### src/sv/mac_pkg.sv
// Shared types and constants for the moving average crossover detector.
package mac_pkg;

	localparam int PRICE_W    = 24;
	localparam int DATE_W     = 27;
	localparam int SHORT_W    = 8;
	localparam int LONG_W     = 9;
	localparam int CFG_DATA_W = 9;
	localparam int CFG_IDX_W  = 2;

	localparam logic [CFG_IDX_W-1:0] REG_SHORT_LEN = CFG_IDX_W'(0);
	localparam logic [CFG_IDX_W-1:0] REG_LONG_LEN  = CFG_IDX_W'(1);

	localparam logic [SHORT_W-1:0] SHORT_LEN_RST = SHORT_W'(50);
	localparam logic [LONG_W-1:0]  LONG_LEN_RST  = LONG_W'(200);

	typedef struct packed {
		logic [PRICE_W-1:0] price;
		logic [DATE_W-1:0]  date;
	} sample_t;

	typedef struct packed {
		logic              cross_up;
		logic              warmed;
		logic              short_above;
		logic [DATE_W-1:0] date_out;
	} result_t;

	typedef struct packed {
		logic advance;
		logic clear;
		logic warmed;
		logic sub_short;
		logic sub_long;
		logic short_lt_long;
	} eval_ctl_t;

	typedef struct packed {
		logic cross_up;
		logic short_above;
	} eval_res_t;

endpackage

### src/sv/mac_eval.sv
// Window sums, cross-multiplied average compare and crossover flag.
module mac_eval #(
	parameter int PW = 24,
	parameter int LW = 9
) (
	input  logic               clk,
	input  logic               arst_n,
	input  mac_pkg::eval_ctl_t ctl,
	input  logic [PW-1:0]      price,
	input  logic [PW-1:0]      rd_short,
	input  logic [PW-1:0]      rd_long,
	input  logic [LW-1:0]      short_len,
	input  logic [LW-1:0]      long_len,
	output mac_pkg::eval_res_t res
);

	import mac_pkg::*;

	localparam int SW = PW + LW;
	localparam int PRW = SW + LW;

	logic [SW-1:0]  short_sum_q;
	logic [SW-1:0]  long_sum_q;
	logic           prev_below_q;
	logic           prev_valid_q;
	logic [PRW-1:0] prod_short;
	logic [PRW-1:0] prod_long;
	logic           gt;
	logic           lt;
	logic [SW-1:0]  drop_short;
	logic [SW-1:0]  drop_long;

	assign prod_short = PRW'(short_sum_q) * PRW'(long_len);
	assign prod_long  = PRW'(long_sum_q) * PRW'(short_len);
	assign gt = prod_short > prod_long;
	assign lt = prod_short < prod_long;

	assign drop_short = ctl.sub_short ? SW'(rd_short) : '0;
	assign drop_long  = ctl.sub_long ? SW'(rd_long) : '0;

	assign res.short_above = ctl.warmed && gt;
	assign res.cross_up    = ctl.warmed && gt && prev_valid_q && prev_below_q &&
		ctl.short_lt_long;

	always_ff @(posedge clk or negedge arst_n) begin
		if (!arst_n) begin
			short_sum_q  <= '0;
			long_sum_q   <= '0;
			prev_below_q <= 1'b0;
			prev_valid_q <= 1'b0;
		end else if (ctl.clear) begin
			short_sum_q  <= '0;
			long_sum_q   <= '0;
			prev_below_q <= 1'b0;
			prev_valid_q <= 1'b0;
		end else if (ctl.advance) begin
			short_sum_q <= short_sum_q - drop_short + SW'(price);
			long_sum_q  <= long_sum_q - drop_long + SW'(price);
			if (ctl.warmed) begin
				prev_below_q <= lt;
				prev_valid_q <= 1'b1;
			end
		end
	end

endmodule

### config.mk
export PLATFORM = sky130hd
export DESIGN_NAME = mac_eval
export DESIGN_NICKNAME = d
export VERILOG_FILES = /design/src/sv/mac_pkg.sv /design/src/sv/mac_eval.sv
export SDC_FILE = /design/constraint.sdc
export NUM_CORES = 2
export LEC_CHECK = 0
export CAP_MARGIN = 10
export CORE_AREA = 4 4 209 232
export CTS_BUF_LIST = sky130_fd_sc_hd__clkbuf_16
export DETAILED_ROUTE_END_ITERATION = 16
export DIE_AREA = 0 0 213 236
export DONT_BUFFER_PORTS = 1
export MAX_ROUTING_LAYER = met4
export PLACE_DENSITY = 0.74
export RECOVER_POWER = 50
export SYNTH_ARGS = -nofsm -noshare
export SYNTH_HDL_FRONTEND = slang
export SYNTH_SLANG_ARGS = --single-unit
### constraint.sdc
create_clock -name clk -period 7.6 [get_ports clk]
set_input_delay 0.38 -clock clk [delete_from_list [all_inputs] [get_ports clk]]
set_output_delay 0.38 -clock clk [all_outputs]
set_load 0.05 [all_outputs]
==> flow_metrics.env <==
export IMPL_status="finished with violations"
export IMPL_violations="max-capacitance violations, max-slew violations, negative setup slack"
export IMPL_numCtsBuffers=9
export IMPL_grt_pass1_wl_um=123000
export IMPL_synthTopCellsByCount="721 x inv_1, 484 x fa_1, 396 x and2_1"
export IMPL_crit_path_frequent_cell="fa_1"
export IMPL_syn2layout_area_growth_pct=7.50
export IMPL_rows=83
export IMPL_synthSimpleGateAreaFrac=0.190
export IMPL_totalWireLength_um=75200
export IMPL_required_ns=7.22
export IMPL_grt_pass1_vias=23541
export IMPL_r2r_start="long_sum_q[9]$_DFFE_PN0P_"
export IMPL_ys_ff_latch=68
export IMPL_fin_crit_sh=1.01
export IMPL_fin_crit_ns=7.67
export IMPL_dr_pass1_iters=6
export IMPL_final_nets=4136
export IMPL_min_path_cells=1
export IMPL_synth_top_area_cell="fa_1"
export IMPL_worst_setup_path_start_kind="flip-flop"
export IMPL_synth_seq_area_share=0.0620
export IMPL_ff2ff_path_depth=29
export IMPL_die_x_um=213
export IMPL_wl_met3_um=5580
export IMPL_setup_violations=1
export IMPL_netlist_area_sq_um=27500
export IMPL_hold_class="in2reg"
export IMPL_clock_root_buffer="clkbuf_16"
export IMPL_ios=100
export IMPL_grt_max_degree=69
export IMPL_vias=22434
export IMPL_hold_path_end="long_sum_q[19]$_DFFE_PN0P_"
export IMPL_die_h_um=236
export IMPL_routedWlPerCell_um=19.2
export IMPL_critPathBufInv=6
export IMPL_ant_nets=0
export IMPL_core_area_sq_um=46200
export IMPL_grt_use_total=0.315
export IMPL_cts_tree="built"
export IMPL_die_area_sq_um=50300
export IMPL_viasPerCell=5.72
export IMPL_worstPathArrival_ns=7.29
export IMPL_crit_family="adder cells"
export IMPL_antenna_found_initial=2
export IMPL_yosys_top_cells_area="fa_1 35%, ha_1 11%, inv_1 9.9%, and2_1 9.0%, dfrtp_1 6.2%"
export IMPL_fin_ws_ns=-0.0724
export IMPL_post_synth_top_count_cell="inv_1"
export IMPL_maxSlewHeadroom=-1.83
export IMPL_start_util=0.594
export IMPL_path_clk_slew_ns=0.07
export IMPL_overflow=0
export IMPL_synth_top_area_share=0.353
export IMPL_synth_compound_area_frac=0.114
export IMPL_cp_slowest_stage_delay_ns=0.58
export IMPL_cts_sinks=68
export IMPL_path_class="reg2out"
export IMPL_maxCapViolations=1
export IMPL_synthArstFlopShare=1.00
export IMPL_rrSetupSlack_ns=0.99
export IMPL_synth_cell_types=78
export IMPL_r2r_end="prev_below_q$_DFFE_PN0P_"
export IMPL_fin_skew_ns=0.0119
export IMPL_synth_ff_type="dfrtp_1"
export IMPL_rsz0062_at_grt="true"
export IMPL_synth_top_family_by_area="adder cells"
export IMPL_fillCellCount=3856
export IMPL_highest_layer="met4"
export IMPL_m1WireLength_um=31400
export IMPL_syn_avg_cell_area_sq_um=8.23
export IMPL_maxSlewViolCount=69
export IMPL_synth_xor_area_share=0.0389
export IMPL_synthAdderAreaFrac=0.459
export IMPL_hp_start="ctl[4]"
export IMPL_hold_viol_final=0
export IMPL_critical_path_depth=28
export IMPL_clock_latency_ns=0.37
export IMPL_drive_gt1_frac=0.0896
export IMPL_drt_iter0_drc=1569
export IMPL_worst_slew_pin_slew_ns=4.24
export IMPL_slowest_stage="fa_1"
export IMPL_hpwl_um=60600
export IMPL_hold_slack_ns=0.0674
export IMPL_synthMuxAreaShare=0.0162
export IMPL_netlist_instances=3335
export IMPL_io_buffers=0
export IMPL_drc_errors=0
export IMPL_end_kind="output port"
export IMPL_gp_congestion=1.00
export IMPL_clock_path_buffers=2
export IMPL_synth_edf_count=0
export IMPL_fmax_ghz=0.130
export IMPL_dr_wl_met2_um=35400
export IMPL_ys_warn_count=0
export IMPL_h_tree_depth=3
export IMPL_path_max_fanout=6
export IMPL_mappedNetlistNets=4149
[through the flow]
| step | util | area (sq um) | TNS, ns | std cells | setup WS [ns] |
|---|---|---|---|---|---|
| global placement | 0.608 | 28100 | -0.0553 | 3832 | -0.0553 |
| CTS | 0.627 | 29000 | 0 | 3886 | 0.00150 |
| floorplan | - | 27500 | 0 | 3335 | 0.0986 |
| detailed placement | 0.608 | 28100 | -0.0986 | 3832 | -0.0986 |
| global route | 0.639 | 29500 | -0.346 | 3923 | -0.290 |
| finish | 0.639 | 29500 | -0.0724 | 3923 | -0.0724 |
[cell type report]
cell class | count | area [sq um] | area share
Multi-Input combinational cell | 2386 | 23000 | 0.778
Clock buffer | 9 | 225 | 0.00763
Clock inverter | 7 | 41.3 | 0.00140
Sequential cell | 68 | 1760 | 0.0598
Tap cell | 595 | 744 | 0.0252
Antenna cell | 1 | 2.50 | 0.0000848
Inverter | 721 | 2710 | 0.0917
Timing Repair Buffer | 136 | 1080 | 0.0364
[worst reg2reg max path: cells and delay by family (launching register included)]
kind	cells	cell delay (ns)
flip-flops	1	0.43
XOR/XNOR	1	0.16
buffers and inverters	5	0.50
AND/OR/NAND/NOR	3	0.34
AO/OA/AOI/OAI	14	2.39
adder cells (fa/ha/maj)	6	2.70
[cell families (layout without fill, tap and decap cells)]
kind of cell,Yosys count,count (layout)
AOI/OAI and AO/OA,474,474
xor gates and xnor gates,122,122
adders and majority gates,716,716
buffers and inverters,881,873
DFF,68,68
muxes,44,44
other,0,1
and+or+nand+nor,1030,1030
[routing by layer]
| layer | vias up | global-route usage |
|---|---|---|
| met1 | 11160 | 0.416 |
| met4 | 0 | 0.105 |
| met3 | 149 | 0.0593 |
| met5 | - | - |
| li1 | 10249 | - |
| met2 | 876 | 0.493 |
[timing repair]
item / in CTS / in global routing
hold buffers: 2 / 0
gates cloned: 0 / 0
endpoints found under the setup margin: 2 / 2
resized for setup: 90 / 75
buffers inserted: 36 / 36
endpoints found under the hold margin: 68 / 0
pin swaps: 24 / 53
[sequential cells by signal, summed over array words and instances (netlist names)]
register / flops
long_sum_q: 33
short_sum_q: 33
prev_below_q: 1
prev_valid_q: 1
[worst max-delay path by stage]
stage	startpoint	end
3_5_place_dp	short_sum_q[4]$_DFFE_PN0P_	res[1]
6_report	long_sum_q[9]$_DFFE_PN0P_	res[1]
2_1_floorplan	long_len[0]	res[1]
5_1_grt	long_sum_q[9]$_DFFE_PN0P_	res[1]
3_3_place_gp	long_sum_q[19]$_DFFE_PN0P_	res[1]
4_1_cts	short_sum_q[8]$_DFFE_PN0P_	res[1]
[cell usage in the layout, fill, tap and decap left out, drive strengths merged, types with 19 or more instances in the layout]
cell and instances:
and3 21, inv 723, o21ai 96, a31oi 19
mux2i 41, o21bai 23, dfrtp 68, a21oi 130
o21a 21, nor3 26, buf 134, nand4 21
ha 232, a21o 95, fa 484, xor2 51
xnor2 71, nand3 32, nand2 349, nor2 128
and2 397
Power is not shown: default switching activity piles up to over one toggle a cycle in this logic, so the estimate is an artifact.
